===== src/hw/rtl/pcsr_pkg.sv =====
package pcsr_pkg;

  localparam int unsigned ScaleFracBits = 8;
  localparam int unsigned MaxResults    = 4;

  typedef enum logic [3:0] {
    PhIdle      = 4'd0,
    PhHwLo      = 4'd1,
    PhHwHi      = 4'd2,
    PhTextWord  = 4'd3,
    PhTextStr   = 4'd4,
    PhCopy3     = 4'd5,
    PhRasHdrLo  = 4'd6,
    PhRasHdrHi  = 4'd7,
    PhRasData   = 4'd8
  } phase_e;

  typedef enum logic [2:0] {
    KCopy  = 3'd0,
    KX     = 3'd1,
    KY     = 3'd2,
    KR     = 3'd3,
    KFat   = 3'd4,
    KCount = 3'd5
  } kind_e;

  localparam logic [2:0] RegXOffset = 3'd0;
  localparam logic [2:0] RegYOffset = 3'd1;
  localparam logic [2:0] RegXScale  = 3'd2;
  localparam logic [2:0] RegYScale  = 3'd3;
  localparam logic [2:0] RegFatten  = 3'd4;

  localparam logic [7:0] OpM  = 8'h6d;
  localparam logic [7:0] OpD  = 8'h64;
  localparam logic [7:0] OpC  = 8'h63;
  localparam logic [7:0] OpF  = 8'h66;
  localparam logic [7:0] OpO  = 8'h6f;
  localparam logic [7:0] OpW  = 8'h77;
  localparam logic [7:0] OpA  = 8'h61;
  localparam logic [7:0] OpAU = 8'h41;
  localparam logic [7:0] OpT  = 8'h74;
  localparam logic [7:0] OpCU = 8'h43;
  localparam logic [7:0] OpP  = 8'h70;
  localparam logic [7:0] OpN  = 8'h6e;
  localparam logic [7:0] OpX  = 8'h78;
  localparam logic [7:0] OpR  = 8'h72;
  // dropped commands
  localparam logic [7:0] OpE  = 8'h65;
  localparam logic [7:0] OpB  = 8'h62;

  // result run handed from parser to output buffer
  typedef struct packed {
    logic [2:0]  cnt;
    logic [31:0] bytes;
  } run_t;

endpackage


===== src/hw/rtl/pcsr_scale.sv =====
module pcsr_scale #(
  parameter int unsigned FracBits = pcsr_pkg::ScaleFracBits
) (
  input  logic signed [15:0] value_i,
  input  logic signed [15:0] offset_i,
  input  logic [16:0]        scale_i,
  input  logic               radius_i,
  output logic [15:0]        result_o
);
  logic signed [16:0] sum;
  logic [16:0]        mag_in;
  logic [33:0]        prod;
  logic [33:0]        mag;
  logic               neg;

  always_comb begin
    sum    = radius_i ? 17'(value_i) : 17'(value_i) + 17'(offset_i);
    neg    = sum[16];
    mag_in = neg ? 17'(-sum) : 17'(sum);
    prod   = 34'(mag_in) * 34'(scale_i);
    mag    = radius_i ? (prod >> (FracBits + 1)) : (prod >> FracBits);
    if (mag == '0) begin
      result_o = '0;
    end else if (!neg && mag > 34'd32767) begin
      result_o = 16'h7fff;
    end else if (neg && mag > 34'd32768) begin
      result_o = 16'h8000;
    end else if (neg) begin
      result_o = 16'(-mag);
    end else begin
      result_o = mag[15:0];
    end
  end
endmodule


===== src/hw/rtl/plot_command_stream_rescaler.sv =====
// Channel   | Dir | Content
// s_axis    | in  | tdata[7:0] in_byte
// m_axis    | out | tdata[7:0] out_byte, tlast last_of_run
// apb       | in  | x_offset, y_offset, x_scale, y_scale, fatten at 0,4,8,12,16
// One input byte per cycle while the output buffer is empty or sends its last byte; its
// result run of up to four bytes leaves one byte per cycle from the output buffer while
// m_axis_tready is high. The input is held while a run drains. Bytes that give no result
// do not hold the input. Output stalls hold the input. Reset rst_ni is asynchronous.
// It clears parse state, offsets, fatten and buffer; scales reset to 1 << ScaleFracBits.
module plot_command_stream_rescaler #(
  parameter int unsigned ScaleFracBits = pcsr_pkg::ScaleFracBits
) (
  input  logic        clk_i,
  input  logic        rst_ni,
  input  logic        s_axis_tvalid,
  output logic        s_axis_tready,
  input  logic [7:0]  s_axis_tdata,   // [7:0] in_byte
  output logic        m_axis_tvalid,
  input  logic        m_axis_tready,
  output logic [7:0]  m_axis_tdata,   // [7:0] out_byte
  output logic        m_axis_tlast,
  input  logic        psel,
  input  logic        penable,
  input  logic        pwrite,
  input  logic [4:0]  paddr,
  input  logic [31:0] pwdata,
  output logic [31:0] prdata,
  output logic        pready
);
  logic [15:0] x_off_q, y_off_q, x_sc_q, y_sc_q, fat_q;

  pcsr_pkg::phase_e ph_q, ph_d;
  logic [7:0]  op_q, op_d;
  logic [2:0]  idx_q, idx_d;
  logic [7:0]  lo_q, lo_d;
  logic [23:0] tw_q, tw_d;
  logic [15:0] pairs_q, pairs_d;
  logic [7:0]  ras_q, ras_d;
  logic        par_q, par_d;

  logic [31:0] buf_q;
  logic [2:0]  left_q;
  pcsr_pkg::run_t run;

  logic        take;
  logic [7:0]  b;
  logic [15:0] hw;
  pcsr_pkg::kind_e kind;
  logic        arc;
  logic [15:0] sc_res, hw_out;
  logic signed [15:0] sc_off;
  logic [16:0] sc_scale, ssum;
  logic [26:0] tprod;
  logic [26:0] tsz;
  logic [4:0]  tfin;
  logic        done;
  logic [15:0] pairs_m1;

  assign pready = 1'b1;
  assign s_axis_tready = (left_q == '0) || ((left_q == 3'd1) && m_axis_tready);
  assign take = s_axis_tvalid && s_axis_tready;
  assign b = s_axis_tdata;
  assign hw = {b, lo_q};
  assign arc = (op_q == pcsr_pkg::OpA) || (op_q == pcsr_pkg::OpAU);
  assign ssum = 17'(x_sc_q) + 17'(y_sc_q);

  always_comb begin
    case (op_q)
      pcsr_pkg::OpC: kind = (idx_q == 3'd0) ? pcsr_pkg::KCopy :
                            (idx_q == 3'd1) ? pcsr_pkg::KX :
                            (idx_q == 3'd2) ? pcsr_pkg::KY : pcsr_pkg::KR;
      pcsr_pkg::OpF: kind = pcsr_pkg::KFat;
      pcsr_pkg::OpO: kind = pcsr_pkg::KCopy;
      pcsr_pkg::OpA, pcsr_pkg::OpAU: begin
        if (idx_q == 3'd0) kind = pcsr_pkg::KCopy;
        else if (idx_q == 3'd1) kind = pcsr_pkg::KCount;
        else kind = idx_q[0] ? pcsr_pkg::KY : pcsr_pkg::KX;
      end
      default: kind = idx_q[0] ? pcsr_pkg::KY : pcsr_pkg::KX;
    endcase
  end

  always_comb begin
    case (kind)
      pcsr_pkg::KX: begin
        sc_off = x_off_q; sc_scale = 17'(x_sc_q);
      end
      pcsr_pkg::KY: begin
        sc_off = y_off_q; sc_scale = 17'(y_sc_q);
      end
      default: begin
        sc_off = '0; sc_scale = ssum;
      end
    endcase
  end

  pcsr_scale #(.FracBits(ScaleFracBits)) u_scale (
    .value_i  (hw),
    .offset_i (sc_off),
    .scale_i  (sc_scale),
    .radius_i (kind == pcsr_pkg::KR),
    .result_o (sc_res)
  );

  always_comb begin
    case (kind)
      pcsr_pkg::KX, pcsr_pkg::KY, pcsr_pkg::KR: hw_out = sc_res;
      pcsr_pkg::KFat: hw_out = hw + fat_q;
      default: hw_out = hw;
    endcase
  end

  always_comb begin
    tprod = 27'(tw_q[4:0]) * 27'(ssum) + (27'd1 << ScaleFracBits);
    tsz   = tprod >> (ScaleFracBits + 1);
    if (tsz == '0) tfin = 5'd1;
    else if (tsz > 27'd31) tfin = 5'd31;
    else tfin = tsz[4:0];
  end

  assign pairs_m1 = pairs_q - 16'd1;

  always_comb begin
    ph_d = ph_q; op_d = op_q; idx_d = idx_q; lo_d = lo_q; tw_d = tw_q;
    pairs_d = pairs_q; ras_d = ras_q; par_d = par_q;
    run.cnt = '0; run.bytes = '0;
    done = 1'b0;
    case (ph_q)
      pcsr_pkg::PhIdle: begin
        op_d = b; idx_d = '0;
        case (b)
          pcsr_pkg::OpM, pcsr_pkg::OpD, pcsr_pkg::OpC, pcsr_pkg::OpF,
          pcsr_pkg::OpO, pcsr_pkg::OpW, pcsr_pkg::OpA, pcsr_pkg::OpAU: begin
            run.cnt = 3'd1; run.bytes[7:0] = b; ph_d = pcsr_pkg::PhHwLo;
          end
          pcsr_pkg::OpT: begin
            run.cnt = 3'd1; run.bytes[7:0] = b; tw_d = '0;
            ph_d = pcsr_pkg::PhTextWord;
          end
          pcsr_pkg::OpCU: begin
            run.cnt = 3'd1; run.bytes[7:0] = b; ph_d = pcsr_pkg::PhCopy3;
          end
          pcsr_pkg::OpP, pcsr_pkg::OpN, pcsr_pkg::OpX: begin
            run.cnt = 3'd1; run.bytes[7:0] = b;
          end
          pcsr_pkg::OpR: begin
            if (!par_q) begin
              run.cnt = 3'd2; run.bytes[15:0] = {pcsr_pkg::OpR, pcsr_pkg::OpN};
            end else begin
              run.cnt = 3'd1; run.bytes[7:0] = pcsr_pkg::OpR;
            end
            ph_d = pcsr_pkg::PhRasHdrLo;
          end
          default: ;
        endcase
      end
      pcsr_pkg::PhHwLo: begin
        lo_d = b; ph_d = pcsr_pkg::PhHwHi;
      end
      pcsr_pkg::PhHwHi: begin
        run.cnt = 3'd2; run.bytes[15:0] = hw_out;
        idx_d = idx_q + 3'd1;
        if (arc) begin
          if (kind == pcsr_pkg::KCount) begin
            if (hw[15]) done = 1'b1;
            else pairs_d = hw + 16'd1;
          end else if (kind == pcsr_pkg::KY) begin
            pairs_d = pairs_m1;
            if (pairs_m1 == '0) done = 1'b1;
            else idx_d = 3'd2;
          end
        end else begin
          case (op_q)
            pcsr_pkg::OpM, pcsr_pkg::OpD: done = (idx_d >= 3'd2);
            pcsr_pkg::OpC, pcsr_pkg::OpW: done = (idx_d >= 3'd4);
            default: done = (idx_d >= 3'd1);
          endcase
        end
        ph_d = done ? pcsr_pkg::PhIdle : pcsr_pkg::PhHwLo;
      end
      pcsr_pkg::PhTextWord: begin
        if (idx_q < 3'd3) begin
          case (idx_q[1:0])
            2'd0: tw_d[7:0] = tw_q[7:0] | b;
            2'd1: tw_d[15:8] = tw_q[15:8] | b;
            default: tw_d[23:16] = tw_q[23:16] | b;
          endcase
          idx_d = idx_q + 3'd1;
        end else begin
          run.cnt = 3'd4;
          run.bytes = {b, tw_q[23:8], tw_q[7:5], tfin};
          ph_d = pcsr_pkg::PhTextStr;
        end
      end
      pcsr_pkg::PhTextStr: begin
        run.cnt = 3'd1; run.bytes[7:0] = b;
        if (b == 8'd0) ph_d = pcsr_pkg::PhIdle;
      end
      pcsr_pkg::PhCopy3: begin
        run.cnt = 3'd1; run.bytes[7:0] = b;
        idx_d = idx_q + 3'd1;
        if (idx_d >= 3'd3) ph_d = pcsr_pkg::PhIdle;
      end
      pcsr_pkg::PhRasHdrLo: begin
        lo_d = b; ph_d = pcsr_pkg::PhRasHdrHi;
      end
      pcsr_pkg::PhRasHdrHi: begin
        run.cnt = 3'd2; run.bytes[15:0] = hw;
        if (lo_q == 8'hff && b == 8'hff) begin
          ph_d = pcsr_pkg::PhIdle;
        end else begin
          ras_d = lo_q; idx_d = '0;
          ph_d = (lo_q != '0) ? pcsr_pkg::PhRasData : pcsr_pkg::PhRasHdrLo;
        end
      end
      pcsr_pkg::PhRasData: begin
        run.cnt = 3'd1; run.bytes[7:0] = b;
        if (idx_q[0]) begin
          ras_d = ras_q - 8'd1;
          if (ras_q == 8'd1) ph_d = pcsr_pkg::PhRasHdrLo;
        end
        idx_d = {2'b00, ~idx_q[0]};
      end
      default: ph_d = pcsr_pkg::PhIdle;
    endcase
    par_d = par_q ^ run.cnt[0];
  end

  always_ff @(posedge clk_i or negedge rst_ni) begin
    if (!rst_ni) begin
      ph_q <= pcsr_pkg::PhIdle; op_q <= '0; idx_q <= '0; lo_q <= '0; tw_q <= '0;
      pairs_q <= '0; ras_q <= '0; par_q <= 1'b0;
    end else if (take) begin
      ph_q <= ph_d; op_q <= op_d; idx_q <= idx_d; lo_q <= lo_d; tw_q <= tw_d;
      pairs_q <= pairs_d; ras_q <= ras_d; par_q <= par_d;
    end
  end

  always_ff @(posedge clk_i or negedge rst_ni) begin
    if (!rst_ni) begin
      left_q <= '0;
      buf_q  <= '0;
    end else if (take) begin
      left_q <= run.cnt;
      buf_q  <= run.bytes;
    end else if (m_axis_tvalid && m_axis_tready) begin
      left_q <= left_q - 3'd1;
      buf_q  <= {8'd0, buf_q[31:8]};
    end
  end

  assign m_axis_tvalid = (left_q != '0);
  assign m_axis_tdata  = buf_q[7:0];
  assign m_axis_tlast  = (left_q == 3'd1);

  always_ff @(posedge clk_i or negedge rst_ni) begin
    if (!rst_ni) begin
      x_off_q <= '0; y_off_q <= '0; fat_q <= '0;
      x_sc_q <= 16'(1 << ScaleFracBits); y_sc_q <= 16'(1 << ScaleFracBits);
    end else if (psel && penable && pwrite) begin
      case (paddr[4:2])
        pcsr_pkg::RegXOffset: x_off_q <= pwdata[15:0];
        pcsr_pkg::RegYOffset: y_off_q <= pwdata[15:0];
        pcsr_pkg::RegXScale:  x_sc_q  <= pwdata[15:0];
        pcsr_pkg::RegYScale:  y_sc_q  <= pwdata[15:0];
        pcsr_pkg::RegFatten:  fat_q   <= pwdata[15:0];
        default: ;
      endcase
    end
  end

  always_comb begin
    case (paddr[4:2])
      pcsr_pkg::RegXOffset: prdata = {16'd0, x_off_q};
      pcsr_pkg::RegYOffset: prdata = {16'd0, y_off_q};
      pcsr_pkg::RegXScale:  prdata = {16'd0, x_sc_q};
      pcsr_pkg::RegYScale:  prdata = {16'd0, y_sc_q};
      pcsr_pkg::RegFatten:  prdata = {16'd0, fat_q};
      default: prdata = '0;
    endcase
  end
endmodule

===== config.mk =====
export PLATFORM = sky130hd
export DESIGN_NAME = plot_command_stream_rescaler
export DESIGN_NICKNAME = d
export VERILOG_FILES = /design/src/hw/rtl/pcsr_pkg.sv /design/src/hw/rtl/pcsr_scale.sv /design/src/hw/rtl/plot_command_stream_rescaler.sv
export SDC_FILE = /design/constraint.sdc
export NUM_CORES = 2
export LEC_CHECK = 0
export ABC_AREA = 1
export BUFFER_PORTS_ARGS = -buffer_cell sky130_fd_sc_hd__buf_2
export CAP_MARGIN = 20
export CORE_MARGIN = 2
export CORE_UTILIZATION = 45
export CTS_BUF_LIST = sky130_fd_sc_hd__clkbuf_2 sky130_fd_sc_hd__clkbuf_4 sky130_fd_sc_hd__clkbuf_8
export DETAILED_ROUTE_END_ITERATION = 8
export GPL_ROUTABILITY_DRIVEN = 0
export SYNTH_ARGS = -nofsm -noshare
export SYNTH_HDL_FRONTEND = slang
export SYNTH_SLANG_ARGS = --single-unit

===== constraint.sdc =====
create_clock -name clk_i -period 11.1 [get_ports clk_i]
set_clock_uncertainty 0.05 [all_clocks]
set_input_delay 0 -clock clk_i [delete_from_list [all_inputs] [get_ports clk_i]]
set_output_delay 0 -clock clk_i [all_outputs]
set_load 0.02 [all_outputs]

# Word-level counts from Yosys, hierarchy flattened
# Index checks and enable logic that the tools add are counted.
[word_totals] regBits=187 inputBits=52 output_inout_bits=44 wordCells=224
[op_classes] add_sub_neg=11 mul=2 magnitude_cmp=8 n_eq_ne=59 muxes=71 bitwise_logic=5 n_reduce_logical=51
[op_table] operator="$eq 8x7->1 const B" count=22
[op_table] operator="$mux 16" count=8
[op_table] operator="$pmux 16 s5" count=1
[op_table] operator="$mux 32" count=2
[op_table] operator="$pmux 16 s2" count=2
[op_table] operator="$mux 24" count=2
[op_table] operator="$mux 8" count=6
[op_table] operator="$pmux 24 s2" count=1
[op_table] operator="$pmux 8 s5" count=1
[op_table] operator="$pmux 4 s9" count=1
[op_table] operator="$mux 35" count=1
[op_table] operator="$add 16x16->17" count=2
[op_table] operator="$logic_not 34->1" count=1
[op_table] operator="$mul 17x17->34" count=1
[op_table] operator="$mux 17" count=2
[op_table] operator="$pmux 17 s2" count=1
[op_table] operator="$pmux 8 s2" count=2
[op_table] operator="$pmux 8 s4" count=1
[op_table] operator="$mux 3" count=10
[op_table] operator="$mux 4" count=7
[op_table] operator="$logic_not 27->1" count=1
[op_table] operator="$gt 26x15->1 const B" count=1
[op_table] operator="$gt 26x16->1 const B" count=1
[op_table] operator="$mux 26" count=1
[op_table] operator="60 further kinds" count=129

# Logic depth before layout (Yosys ltp)
[logic_depth] ltp_word=21 mapped_depth=72 ltp_nobuf=70

# Hierarchy
# Synthesis repeated with hierarchy kept, for this count alone.
[hier_totals] cells_unflattened=4027 area_unflattened_um2=28041.9
[by_module_without_submodules] module="plot_command_stream_rescaler" instances=1 cells_per_inst=2136 area_each_um2=15331.0 seq_area_each_um2=4682.0
[by_module_without_submodules] module="pcsr_scale" instances=1 cells_per_inst=1891 area_each_um2=12710.9 seq_area_each_um2=0.0

# Worst setup path after synthesis
# Ideal clock, no wire load.
[synth_path] path_type="register to register" start="reg idx_q[0]" end="reg buf_q[5]" setup_time_ns=0.073 t_arrival_ns=9.968 t_required_ns=10.977 setup_slack_ns=1.009 path_stages_with_launch=68 n_path_buf=5 synth_period_minus_slack_ns=10.091 cell_sequence="dfrtp_1 -> inv_1 -> ha_1 -> nand2_1 -> nand2_1 -> nor2_1 -> a21oi_1 -> nand2_1 -> nand4_1 -> inv_1 -> clkbuf_1 -> clkbuf_1 -> nand2_1 -> o21ai_0 -> ha_1 -> fa_1 -> nand2_1 -> a21oi_1 -> (+32 left out) -> nand2_1 -> nand2_1 -> nand2_1 -> nand2_1 -> nor2_1 -> nand2_1 -> nor2_4 -> nand3_2 -> a21oi_4 -> buf_6 -> nand2_1 -> nand2_1 -> nand2_1 -> nand2_1 -> nand2_1 -> nand2_1 -> nand2_1 -> a21oi_2"
[synth_via] elab_chain_len=21 word_cells_on_any_way=39 classes_between="3 x add/sub; 1 x mul; 3 x order compare; 6 x eq/ne; 20 x mux; 6 x reduce/logical"
[synth_rtl] element="start, declared" line="plot_command_stream_rescaler.sv:34" text="logic [2:0] idx_q, idx_d;"
[synth_rtl] element="start signal, assigned" line="plot_command_stream_rescaler.sv:234" text="ph_q <= ph_d; op_q <= op_d; idx_q <= idx_d; lo_q <= lo_d; tw_q <= tw_d;"
[synth_rtl] element="$eq 3x2->1" line="plot_command_stream_rescaler.sv:71" text="(idx_q == 3'd2) ? pcsr_pkg::KY : pcsr_pkg::KR;"
[synth_rtl] element="$mux 1" line="plot_command_stream_rescaler.sv:71"
[synth_rtl] element="$mux 2" line="plot_command_stream_rescaler.sv:70" text="(idx_q == 3'd1) ? pcsr_pkg::KX :"
[synth_rtl] element="$mux 2" line="plot_command_stream_rescaler.sv:69" text="pcsr_pkg::OpC: kind = (idx_q == 3'd0) ? pcsr_pkg::KCopy :"
[synth_rtl] element="$pmux 3 s4" line="plot_command_stream_rescaler.sv:68" text="case (op_q)"
[synth_rtl] element="$eq 3x2->1 / $eq 3x1->1 (equally long branches)" line="plot_command_stream_rescaler.sv:84, plot_command_stream_rescaler.sv:106"
[synth_rtl] element="$pmux 16 s2" line="plot_command_stream_rescaler.sv:84" text="case (kind)"
[synth_rtl] element="$add 16x16->17" line="pcsr_scale.sv:17" text="sum = radius_i ? 17'(value_i) : 17'(value_i) + 17'(offset_i);"
[synth_rtl] element="(+5 left out)"
[synth_rtl] element="$gt 26x16->1 / $neg 16->16 (equally long branches)" line="pcsr_scale.sv:26, pcsr_scale.sv:29"
[synth_rtl] element="$logic_and 1x1->1 / $mux 16 (equally long branches)" line="pcsr_scale.sv:26, pcsr_scale.sv:28"
[synth_rtl] element="$mux 16" line="pcsr_scale.sv:26" text="end else if (neg && mag > 34'd32768) begin"
[synth_rtl] element="$mux 16" line="pcsr_scale.sv:24" text="end else if (!neg && mag > 34'd32767) begin"
[synth_rtl] element="$mux 16" line="pcsr_scale.sv:22" text="if (mag == '0) begin"
[synth_rtl] element="$pmux 16 s2" line="plot_command_stream_rescaler.sv:106" text="case (kind)"
[synth_rtl] element="$pmux 8 s5 *" line="plot_command_stream_rescaler.sv:128" text="case (ph_q)"
[synth_rtl] element="$mux 32 *" line="plot_command_stream_rescaler.sv:243" text="end else if (take) begin"
[synth_rtl] element="end signal, assigned" line="plot_command_stream_rescaler.sv:245" text="buf_q <= run.bytes;"
[synth_rtl] element="end signal, assigned" line="plot_command_stream_rescaler.sv:248" text="buf_q <= {8'd0, buf_q[31:8]};"
[synth_rtl] element="end, declared" line="plot_command_stream_rescaler.sv:41" text="logic [31:0] buf_q;"
# Every way passes the cells marked *; elsewhere a longest branch is shown, timed or not.
# A chain may end at the register's enable or synchronous reset.

# Final worst setup path
[layout_path] start="reg idx_q[0]" end="reg buf_q[8]"
[layout_via] elab_chain_len=21 word_cells_on_any_way=39 classes_between="3 x add/sub; 1 x mul; 3 x order compare; 6 x eq/ne; 20 x mux; 6 x reduce/logical"
[layout_rtl] element="$eq 3x2->1" line="plot_command_stream_rescaler.sv:71"
[layout_rtl] element="$mux 1" line="plot_command_stream_rescaler.sv:71"
[layout_rtl] element="$mux 2" line="plot_command_stream_rescaler.sv:70"
[layout_rtl] element="$mux 2" line="plot_command_stream_rescaler.sv:69"
[layout_rtl] element="$pmux 3 s4" line="plot_command_stream_rescaler.sv:68"
[layout_rtl] element="$eq 3x2->1 / $eq 3x1->1 (equally long branches)" line="plot_command_stream_rescaler.sv:84, plot_command_stream_rescaler.sv:106"
[layout_rtl] element="$pmux 16 s2" line="plot_command_stream_rescaler.sv:84"
[layout_rtl] element="$add 16x16->17" line="pcsr_scale.sv:17"
[layout_rtl] element="(+5 left out)"
[layout_rtl] element="$gt 26x16->1 / $neg 16->16 (equally long branches)" line="pcsr_scale.sv:26, pcsr_scale.sv:29"
[layout_rtl] element="$logic_and 1x1->1 / $mux 16 (equally long branches)" line="pcsr_scale.sv:26, pcsr_scale.sv:28"
[layout_rtl] element="$mux 16" line="pcsr_scale.sv:26"
[layout_rtl] element="$mux 16" line="pcsr_scale.sv:24"
[layout_rtl] element="$mux 16" line="pcsr_scale.sv:22"
[layout_rtl] element="$pmux 16 s2" line="plot_command_stream_rescaler.sv:106"
[layout_rtl] element="$pmux 8 s4 *" line="plot_command_stream_rescaler.sv:128"
[layout_rtl] element="$mux 32 *" line="plot_command_stream_rescaler.sv:243"
# Marked as above.

==> results.yml <==
critical_path:
  crit_required_ps: 11520
  slowest_stage: "fa_1"
  cp_common_cell: "nand2_1"
  crit_start: "idx_q[0]$_DFFE_PN0P_"
  crit_type: "reg -> reg"
  slowest_delay_ps: 560
  regToRegStartpoint: "idx_q[0]$_DFFE_PN0P_"
  startpoint_type: "flip-flop"
  cp.arrival_ps: 10850
  crit_fanout: 16
  end_kind: "flip-flop"
  rrSetupSlack_ps: 670
logic_synthesis:
  yosysTopAreaCellShare_pct: 19.7
  synth_top_family_by_area: "adder cells"
  ys_ff_latch: 187
  yosysWarnings: 0
  synthArstFlopShare_pct: 100
  mappedNetlistArea_sq_um: 27500
  synth.most_common_cell: "nand2_1"
  syn_area_per_cell_sq_um: 6.98
  synth_cells: 3938
  ys_seq_area_share_pct: 17.0
  synth_compound_area_share_pct: 12.7
  synth-xor-area-share_pct: 2.10
  synth-edff-count: 0
  yosysUniqueCellTypes: 67
  synthSimpleGateAreaFrac_pct: 26.6
  synth_area_leaders: "fa_1 (20%), dfrtp_1 (17%), nand2_1 (14%)"
  synthTopCellsByCount: "nand2_1 (1044), inv_1 (685), nor2_1 (391)"
  synth_top_flop_cell: "dfrtp_1"
  synthMuxAreaShare_pct: 0.0364
  synth_fa_ha_area_share_pct: 29.3
  yosysTopAreaCell: "fa_1"
layout:
  drive_gt1_share_pct: 9.24
  area_growth_syn_to_layout_pct: 8.96
  antenna_cells: 0
  nNetsFinal: 4558
  final_util_pct: 49.6
floorplanning:
  rows: 90
  die-area_sq_um: 63100
  die_w_um: 251
  io_pins: 96
  start_util_pct: 45.6
  die_y_um: 251
  core-area_sq_um: 60400
timing:
  final_max_slew_viol_count: 0
  setup_violations: 0
  hold_viol: 0
  slew_headroom_pct: 19.0
  period_share_pct: 94.0
  layout_min_cycle_time_ps: 10430
  max_freq_mhz: 95.8
  worst_slew_pin_slew_ps: 1210
  finalWorstSetupSlack_ps: 666
global_routing:
  antenna_found_initial: 0
  grt_pass1_vias: 25304
  grt_max_degree: 66
  grt_pass1_wl_um: 141000
  grt-ovfl-total: 0
  grt_usage_pct: 28.6
clock_tree:
  cts_tree: "built"
  worstSkewPairLatency_ps: 530
  max-clock-path-buffers: 2
  root_buffer: "clkbuf_8"
  clock-sinks: 187
  ctsHtreeMaxLevel: 4
  cts_made_buffers: 17
  clk_pin_slew_ps: 110
detailed_routing:
  first_pass_iters: 6
  via_count: 25904
  ant_nets: 0
  routedWlPerCell_um: 18.3
  drt_iter0_markers: 2189
  drc_errors: 0
  wl_um: 88200
  drt-vias-per-instance: 5.38
placement:
  dp_hpwl_um: 71100
  place_ws_ps: 199
  io_buffers: 60
hold_path:
  hp-start: "m_axis_tready"
  worst_hold_path_type: "in -> reg"
run_status:
  status: "complete, no violations"
flow_run:
  cap_viol_max_count: 0
per-stage QoR:
step | cell area [sq um] | hold WS, ps | setup TNS (ps) | instances
after floorplan | 27600 | -346 | 0 | 3953
after global routing | 30000 | 43.6 | -228 | 4819
after global placement | 28800 | -13.5 | 0 | 4748
after detailed placement | 28800 | -9.86 | 0 | 4748
after CTS | 29500 | 3.29 | 0 | 4808
final | 30000 | 28.8 | 0 | 4819
per-layer routing:
| layer | part of all wire, % | track usage [%] | vias to the layer above |
|---|---|---|---|
| met5 | 0 | 0 | - |
| met4 | 2.9 | 7.96 | 0 |
| met3 | 6.0 | 2.97 | 127 |
| met2 | 45 | 46.3 | 896 |
| met1 | 46 | 40.5 | 12399 |
| li1 | - | - | 12482 |
flip-flops by register name, indices dropped and copies added (netlist names):
register and cells:
y_sc_q 16, y_off_q 16, fat_q 16, buf_q 32
ph_q 4, ras_q 8, x_sc_q 16, left_q 3
par_q 1, idx_q 3, lo_q 8, x_off_q 16
pairs_q 16, op_q 8, tw_q 24
worst max-delay path: cells and delay by family, from the launching register on:
family / cells / cell delay [ps]
xor+xnor: 1 / 190
flops: 1 / 490
fa+ha+maj: 9 / 3860
simple gates: 32 / 3140
compound gates: 7 / 1330
buf+inv: 10 / 1280
placed cells by master (no fill, tap or decap), types with 24 or more instances in the layout:
cell / netlist / routed
ha_1: 212 / 201
fa_1: 270 / 270
dlygate4sd3_1: 0 / 28
nand3_1: 153 / 152
or2_2: 26 / 26
buf_2: 15 / 59
nand2_1: 1044 / 1034
buf_4: 28 / 90
a21oi_1: 173 / 162
nor2_2: 16 / 28
inv_1: 685 / 681
dfrtp_1: 185 / 184
xnor2_1: 24 / 24
nor3_1: 48 / 45
nand4_1: 25 / 25
o21ai_0: 238 / 231
nor2_1: 391 / 378
xor2_1: 42 / 42
repair_timing:
action	CTS	global route
setup endpoints to repair	0	16
buffers inserted	0	9
hold endpoints to repair	161	0
hold buffers	28	0
resized for setup	0	85
logic make-up (layout without fill, tap and decap cells):
| family | after synthesis | after routing |
|---|---|---|
| simple gates | 1765 | 1765 |
| buf+inv | 844 | 928 |
| fa+ha+maj | 482 | 482 |
| compound gates | 591 | 591 |
| mux | 1 | 1 |
| other cells | 2 | 17 |
| xor+xnor | 66 | 66 |
| flops | 187 | 187 |
worst paths after layout:
path                                            to  cells after the start
min in group asynchronous     ras_q[3]$_DFFE_PN0P_                      3
setup reg to reg              buf_q[8]$_DFFE_PN0P_                     59
hold / removal                buf_q[0]$_DFFE_PN0P_                      6
max in group asynchronous     ras_q[7]$_DFFE_PN0P_                      4
hold reg to reg            y_off_q[14]$_DFFE_PN0P_                      2
setup / recovery              buf_q[8]$_DFFE_PN0P_                     59
layout make-up:
| class | count | area [sq um] |
|---|---|---|
| fillers | 6251 | 30400 |
| multi-input cells | 2922 | 19800 |
| flip-flops and latches | 187 | 4680 |
| inverters | 712 | 2710 |
| repair buffers | 184 | 1380 |
| well taps | 782 | 978 |
| clock buffers | 18 | 248 |
| clock inverters | 14 | 175 |
Power is not shown: default switching activity piles up to over one toggle a cycle in this logic, so the estimate is an artifact.
